`config.mk`:
```
export PLATFORM = sky130hd
export DESIGN_NAME = dltq_cell
export DESIGN_NICKNAME = d
export VERILOG_FILES = /design/src/rtl/core/dltq_pkg.sv /design/src/rtl/core/dltq_cell.sv
export SDC_FILE = /design/constraint.sdc
export NUM_CORES = 1
export LEC_CHECK = 0
export BUFFER_PORTS_ARGS = -buffer_cell sky130_fd_sc_hd__buf_2
export CORE_AREA = 2 2 162 164
export CTS_CLUSTER_SIZE = 8
export DETAILED_ROUTE_END_ITERATION = 7
export DIE_AREA = 0 0 164 166
export GPL_TIMING_DRIVEN = 1
export PLACE_DENSITY = 0.56
export SLEW_MARGIN = 15
export SYNTH_ARGS = -nofsm -noshare
export SYNTH_HDL_FRONTEND = slang
export SYNTH_SLANG_ARGS = --single-unit
```
`constraint.sdc`:
```
create_clock -name clk -period 8 [get_ports clk]
set_input_delay 0.4 -clock clk [delete_from_list [all_inputs] [get_ports clk]]
set_output_delay 0.4 -clock clk [all_outputs]
set_load 0.1 [all_outputs]
```
`src/rtl/core/dltq_pkg.sv`:
```
// Package for the delta-list timer queue: payload structs, codes, cell link types.
// No dependencies.
`timescale 1ns / 1ps
`default_nettype none
package dltq_pkg;

  localparam int QUEUE_DEPTH = 32;
  localparam int IDX_W = $clog2(QUEUE_DEPTH);
  localparam int CNT_W = $clog2(QUEUE_DEPTH + 1);
  localparam logic [15:0] SAT16 = 16'hFFFF;

  typedef enum logic [1:0] {
    ACT_INSERT = 2'd0,
    ACT_TICK   = 2'd1,
    ACT_CANCEL = 2'd2,
    ACT_FIND   = 2'd3
  } action_t;

  typedef enum logic [2:0] {
    KIND_FIRED     = 3'd0,
    KIND_INSERTED  = 3'd1,
    KIND_REJECTED  = 3'd2,
    KIND_CANCELLED = 3'd3,
    KIND_FOUND     = 3'd4,
    KIND_NOT_FOUND = 3'd5
  } kind_t;

  typedef struct packed {
    logic [1:0]  action;
    logic [15:0] object_id;
    logic [15:0] function_id;
    logic [15:0] delay;
    logic [31:0] argument;
    logic [15:0] context_req;
    logic [15:0] elapsed;
  } req_t;

  typedef struct packed {
    logic [2:0]  kind;
    logic [15:0] object_id_out;
    logic [15:0] function_id_out;
    logic [31:0] argument_out;
    logic [15:0] context_out;
    logic [15:0] remaining;
    logic        last;
  } rsp_t;

  // One stored event.
  typedef struct packed {
    logic [15:0] delta;
    logic [15:0] object_id;
    logic [15:0] function_id;
    logic [31:0] argument;
    logic [15:0] context_id;
  } entry_t;

  // Shift command broadcast to all cells.
  typedef enum logic [1:0] {
    SH_HOLD  = 2'd0,
    SH_LEFT  = 2'd1,   // cell i takes cell i+1 (from position pos upward)
    SH_RIGHT = 2'd2    // cell i takes cell i-1 (above pos), pos takes new entry
  } shift_t;

  typedef struct packed {
    shift_t      shift;
    logic [IDX_W-1:0] pos;
    logic        wr_delta;      // write delta at wr_idx
    logic [IDX_W-1:0] wr_idx;
    logic [15:0] delta_val;
    entry_t      new_entry;
  } cell_ctl_t;

endpackage
`default_nettype wire

```
`src/rtl/core/dltq_cell.sv`:
```
// One storage cell of the timer queue chain; holds one entry.
// Depends on dltq_pkg.
`timescale 1ns / 1ps
`default_nettype none
module dltq_cell (
  input  wire logic              clk,
  input  wire logic [dltq_pkg::IDX_W-1:0] my_idx,
  input  wire dltq_pkg::cell_ctl_t ctl,
  input  wire dltq_pkg::entry_t  left_entry,
  input  wire dltq_pkg::entry_t  right_entry,
  output dltq_pkg::entry_t       entry
);
  import dltq_pkg::*;

  // Shift, load or patch the held entry.
  always_ff @(posedge clk) begin
    unique case (ctl.shift)
      SH_LEFT: begin
        if (my_idx >= ctl.pos) entry <= right_entry;
      end
      SH_RIGHT: begin
        if (my_idx > ctl.pos) entry <= left_entry;
        else if (my_idx == ctl.pos) entry <= ctl.new_entry;
      end
      default: begin
        if (ctl.wr_delta && my_idx == ctl.wr_idx) entry.delta <= ctl.delta_val;
      end
    endcase
  end
endmodule
`default_nettype wire

```
==> impl_metrics.csv, run 1 <==
group,metric,value,unit
pwr,p_per_area,209.0,nW/um2
cts,tritoncts_clock_tree,"built",
critical_path,crit_end_category,"register",
logic_synthesis,synth_enable_flop_cells,96,
critical_path,timing_endpoint_of_the_critical_path,"entry[88]",
cts,clockRootBuffer,"clkbuf_16",
cts,postCtsHoldBufs,0,
layout,areaGrowthSynthToFinish,36.39,%
sta,worstMarginPinSlew,1117,ps
logic_synthesis,synth.avg_cell_area,8.990,um2
layout,regMostFlops,"entry",
detailed_routing,drt-initial-drc-count,810,
placed_design,placed_area,9285,um2
critical_path,worstPathMaxFanout,43,
detailed_routing,routed_wl_per_cell,19.89,um
sta,min_period,3560,ps
layout,final_layout_size_suffix_gt1_share,41.61,%
detailed_routing,route.final.wire_length,29410,um
detailed_routing,vias,8083,
global_routing,grt_start_max_net_pins,90,
detailed_routing,post_detailed_route_drc_marker_count,0,
logic_synthesis,yosys_synthesis_warning_count,0,
cts,htree_levels,3,
sta,totalNegativeSetupSlack,0,ps
logic_synthesis,postSynthRegisterBits,96,
global_routing,grt_pass1_vias,7725,
logic_synthesis,sequential_to_total_area_share_from_yosys_stat,41.00,%
logic_synthesis,netlist-cell-type-count,34,
placed_design,gp_congestion,0.8164,
layout,num-nets-final,1469,
global_routing,grt_use_total,20.36,%
sta,timing.slew.headroom,25.41,%
logic_synthesis,synth_largest_type_area_fraction,41.00,%
run,drv.max_cap_violation_count,0,
sta,timing_hold_violations_final,0,
layout,largest_register_ff_count,96,
logic_synthesis,synth_top_family_by_area,"simple AND/OR/NAND/NOR gates",
global_routing,grt_first_pass_wirelength,43480,um
cts,cts_buffers,9,
logic_synthesis,post_synth_and_or_nand_nor_area_fraction,27.50,%
logic_synthesis,syn_area,7030,um2
sta,max_freq,280.9,MHz
outcome,run_status,"finished, final reports clean",
die,core-area,25620,um2
sta,report.final.slew_viol_count,0,
placed_design,place_inst,1463,
logic_synthesis,synth-compound-area-share,23.69,%
cts,cts_repair_resize_count,0,
die,die_area,27220,um2
cts,clockBufferDepth,2,
logic_synthesis,netlist_top_cells_area,"edfxtp_1, nor3_1, o41ai_1, and2_1, o22ai_1",
layout,layout.cell_area.non_filler,9589,um2
logic_synthesis,share_of_synthesized_cell_area_in_full_adder_half_adder_and_majority_cells,1.246,%
die,floorplan.io_pins,419,
sta,fin_crit_sh,44.50,%
die,die_w,164,um
global_routing,total_overflow_reported_by_the_global_router,0,
pwr,leakage,4.008,nW
layout,mostFrequentLayoutCell,"buf_2",
critical_path,crit_type,"in2reg",
die,initial_core_util,27.45,%
placed_design,number_of_port_buffers,418,
sta,setup-violations-final,0,
detailed_routing,final_antenna_net_count,0,
logic_synthesis,synth_fp_nets,1112,
detailed_routing,post_drt_via_cell_ratio,5.465,
sta,rsz0062_at_grt,"no",
critical_path,cp-startpoint,"my_idx[2]",
hold_path,holdCritPathClass,"in2reg",
logic_synthesis,largest_area_contributor_in_the_netlist,"edfxtp_1",
cts,cts_num_sinks,96,
cts,cts_setup_buffers,0,
logic_synthesis,synthXorXnorAreaFrac,0.6229,%
layout,stdcell_count,1479,
placed_design,dp.final_hpwl,20440,um
critical_path,cp-start-kind,"input pin",
logic_synthesis,async_flop_share,0,%
critical_path,critical_path_at,3560,ps
logic_synthesis,ys.flop_type,"edfxtp_1",
logic_synthesis,synth.mux.area_fraction,0,%
cts,worst_setup_hold_path_clk_slew,90,ps
die,fp-row-count,59,
global_routing,number_of_antenna_violations_at_the_first_check_in_global_routing,1,
logic_synthesis,syn_inst,782,
layout,antenna_cells_inserted,0,
layout,top_regs,"entry: 96 flops",
detailed_routing,dr.pass1.iters,7,
layout,layout_common_cells,"buf_2, nor3_1, nand2_1",
die,die_h,166,um
pwr,vdd_drop_max,0.1041,mV
critical_path,worst-endpoint-required,8000,ps
kinds of logic (layout without fill, tap and decap cells):
group           after synthesis  count (layout)
xor+xnor                      5               5
simple gates                380             380
buf+inv                      92             454
flops                        96              96
compound gates              202             202
fa+ha+maj                     7               7
final cells by class:
cell class	count	area (um2)
clock buffer	9	225.2
clock inverter	7	78.83
fill	2670	16030
inverter	9	38.79
multi-input combinational	594	3770
sequential	96	2883
tap	335	419.2
timing repair buffer	429	2175
report_power, final:
group	internal [mW]	switching (mW)	leakage, nW
logic	0.200	0.689	2.99
clock network	0.247	0.220	0.146
registers	0.630	0.0181	0.875
metrics by stage:
| step | hold WS (ps) | power (mW) | util (%) | worst slack (ps) |
|---|---|---|---|---|
| 6_report | 311.5 | 2.004 | 37.43 | 4440 |
| 5_1_grt | 299.9 | 2.085 | 37.43 | 4288 |
| 4_1_cts | 293.3 | 2.023 | 37.43 | 4477 |
| 3_5_place_dp | 675.7 | 1.550 | 36.25 | 4094 |
| 3_3_place_gp | 671.0 | 1.545 | 36.25 | 4091 |
| 2_1_floorplan | 583.9 | 1.327 | - | 1679 |
worst max-delay path, stage by stage:
cell	delay [ps]
buf_2	110
ha_1	380
a21oi_1	540
o21a_4	560
buf_4	550
a21oi_4	90
buf_4	310
a41o_1	530
how the worst min path moves through the flow:
stage | cells after the start | slack (ps) | startpoint | endpoint
after floorplan | 2 | 580 | right_entry[0] | entry[0]
after global placement | 3 | 670 | right_entry[25] | entry[25]
after detailed placement | 3 | 680 | right_entry[63] | entry[63]
after CTS | 3 | 290 | right_entry[63] | entry[63]
after global routing | 3 | 300 | right_entry[50] | entry[50]
final | 3 | 310 | right_entry[50] | entry[50]
synthesized netlist by cell type (all sizes together) (2+ instances only):
| cell type | instances |
|---|---|
| a21o | 2 |
| a21oi | 5 |
| a22oi | 15 |
| and2 | 80 |
| buf | 54 |
| clkbuf | 29 |
| edfxtp | 96 |
| ha | 7 |
| inv | 9 |
| nand2 | 99 |
| nand2b | 16 |
| nand4 | 17 |
| nor2 | 4 |
| nor3 | 160 |
| o211ai | 16 |
| o22ai | 80 |
| o41ai | 80 |
| xor2 | 4 |
metal layers:
layer  wire length [um]  GRT usage [%]  vias to the layer above
met5                 11              0                        -
met4                775          6.941                        2
met3               2059          3.646                       42
met2              14590          34.71                      411
met1              11970          25.78                     3851
li1                   -              -                     3777
No activity file was read; power rests on OpenSTA's default activity.
==> run 2, diff against run 1 <==
==> constraint.sdc (replaced) <==
create_clock -name clk -period 3.7 [get_ports clk]
set_input_delay 0.185 -clock clk [delete_from_list [all_inputs] [get_ports clk]]
set_output_delay 0.185 -clock clk [all_outputs]
set_load 0.1 [all_outputs]
==> run 2 against run 1 <==
First-iteration DRC count down 6.2%. Highest routed layer unchanged. Sequential power is 120% higher. Combinational power increased by 120%.
==> impl_metrics.csv, run 2 (synthesized netlist as in run 1, its figures left out) <==
group,metric,value,unit
global_routing,grt_first_pass_wirelength,45340,um
critical_path,critical_path_at,2390,ps
pwr,p_per_area,439.2,nW/um2
sta,fin_crit_sh,61.01,%
detailed_routing,route.final.wire_length,30400,um
cts,cts_repair_resize_count,0,
die,die_h,166,um
critical_path,worstPathMaxFanout,49,
sta,timing.slew.headroom,42.99,%
detailed_routing,route.layer.met1.wl,12250,um
layout,regMostFlops,"entry",
die,floorplan.io_pins,419,
critical_path,crit_type,"in2reg",
detailed_routing,vias,8275,
cts,postCtsHoldBufs,0,
cts,cts_num_sinks,96,
detailed_routing,post_drt_via_cell_ratio,5.557,
pwr,netSwitchingPower,1.983,mW
critical_path,crit_end_category,"register",
pwr,comb_power_share,45.7,%
layout,layout_common_cells,"buf_2, nor3_1, nand2_1",
cts,cts_setup_buffers,0,
cts,clockRootBuffer,"clkbuf_16",
sta,setup-violations-final,0,
placed_design,number_of_port_buffers,418,
pwr,leakage,4.032,nW
pwr,power.share.sequential,32.9,%
sta,min_period,2258,ps
layout,final_layout_size_suffix_gt1_share,41.78,%
die,core-area,25620,um2
detailed_routing,final_antenna_net_count,0,
cts,clockBufferDepth,2,
layout,mostFrequentLayoutCell,"buf_2",
cts,worst_setup_hold_path_clk_slew,80,ps
sta,max_freq,443.0,MHz
pwr,vdd_drop_max,0.1605,mV
placed_design,gp_congestion,0.8200,
detailed_routing,route.met3.wl,2645,um
layout,largest_register_ff_count,96,
detailed_routing,routed_wl_per_cell,20.41,um
global_routing,total_overflow_reported_by_the_global_router,0,
detailed_routing,top_layer_used,"met5",
layout,filler_cell_count,2713,
critical_path,worst-endpoint-required,3840,ps
run,drv.max_cap_violation_count,0,
layout,num-nets-final,1475,
layout,multi_input_comb_area,3767,um2
die,die_w,164,um
sta,rsz0062_at_grt,"no",
pwr,power.share.switching,46.71,%
die,initial_core_util,27.45,%
sta,worstMarginPinSlew,855.2,ps
global_routing,grt_pass1_vias,8171,
layout,top_regs,"entry: 96 flops",
placed_design,dp.final_hpwl,21160,um
pwr,fin_total_pwr,4.244,mW
global_routing,number_of_antenna_violations_at_the_first_check_in_global_routing,6,
cts,cts_buffers,9,
detailed_routing,dr.pass1.iters,5,
critical_path,cp-start-kind,"input pin",
detailed_routing,drt-initial-drc-count,760,
detailed_routing,routed-wl-met2,14540,um
detailed_routing,post_detailed_route_drc_marker_count,0,
layout,areaGrowthSynthToFinish,37.46,%
cts,htree_levels,3,
die,fp-row-count,59,
outcome,run_status,"finished, final reports clean",
layout,ff_latch_area,2883,um2
cts,tritoncts_clock_tree,"built",
pwr,power_report.internal_total,2.262,mW
sta,timing_hold_violations_final,0,
sta,totalNegativeSetupSlack,0,ps
sta,report.final.slew_viol_count,0,
pwr,pwr-share-clk,21.3,%
global_routing,grt_start_max_net_pins,101,
hold_path,holdCritPathClass,"in2reg",
die,die_area,27220,um2
global_routing,grt_use_total,21.26,%
-- run 2: changes by cell type in the layout (fill, tap and decap cells not counted) --
cell        change
or2_4           -1
bufinv_16       -1
inv_6           -3
clkinvlp_4      +2
buf_12          +5
or2_2           +1
diode_2         +5
clkbuf_1        +1
buf_4           +1
inv_4           +1
inv_8           -1
-- run 2: cell type report --
| type | instances | share of cell area (%) |
|---|---|---|
| Tap cell | 335 | 4.337 |
| Multi-Input combinational cell | 594 | 38.98 |
| Timing Repair Buffer | 435 | 23.61 |
| Clock buffer | 10 | 2.369 |
| Antenna cell | 5 | 0.1295 |
| Sequential cell | 96 | 29.83 |
| Clock inverter | 5 | 0.3625 |
| Inverter | 9 | 0.3755 |
-- run 2: worst max-delay path, stage by stage --
cell and delay (ps):
buf_2 110, ha_1 330, a21oi_1 390, o21a_4 520
buf_12 320, nor3_1 100, o41ai_1 390
-- run 2: path summary, 6_finish.rpt --
check | from | end | slack, ps | cells after the start
worst max-delay path | my_idx[2] | entry[0] | 1440 | 7
worst min-delay path | right_entry[75] | entry[75] | 110 | 3
-- run 2: metrics by stage --
step / hold slack [ps] / area, um2 / std cells / utilization, % / setup slack, ps
detailed placement: 462.2 / 9388 / 1469 / 36.65 / 1112
global placement: 460.1 / 9388 / 1469 / 36.65 / 1081
CTS: 88.53 / 9652 / 1484 / 37.68 / 1458
floorplan: 368.9 / 7042 / 782 / - / 231.4
global route: 98.31 / 9659 / 1487 / 37.71 / 1296
finish: 105.8 / 9664 / 1489 / 37.73 / 1443
-- run 2: power groups by stage --
stage	logic [mW]	clock network [mW]	registers, mW
floorplan	0.535	0	2.33
global route	2.04	0.975	1.41
finish	1.94	0.905	1.40
CTS	1.95	0.941	1.40
global placement	1.94	0	1.42
detailed placement	1.94	0	1.42
-- run 2: per-layer routing --
metal	vias to the layer above	global-route usage, %
met5	-	0
met1	3923	26.83
met2	479	34.89
met3	69	4.945
met4	2	8.543
li1	3802	-
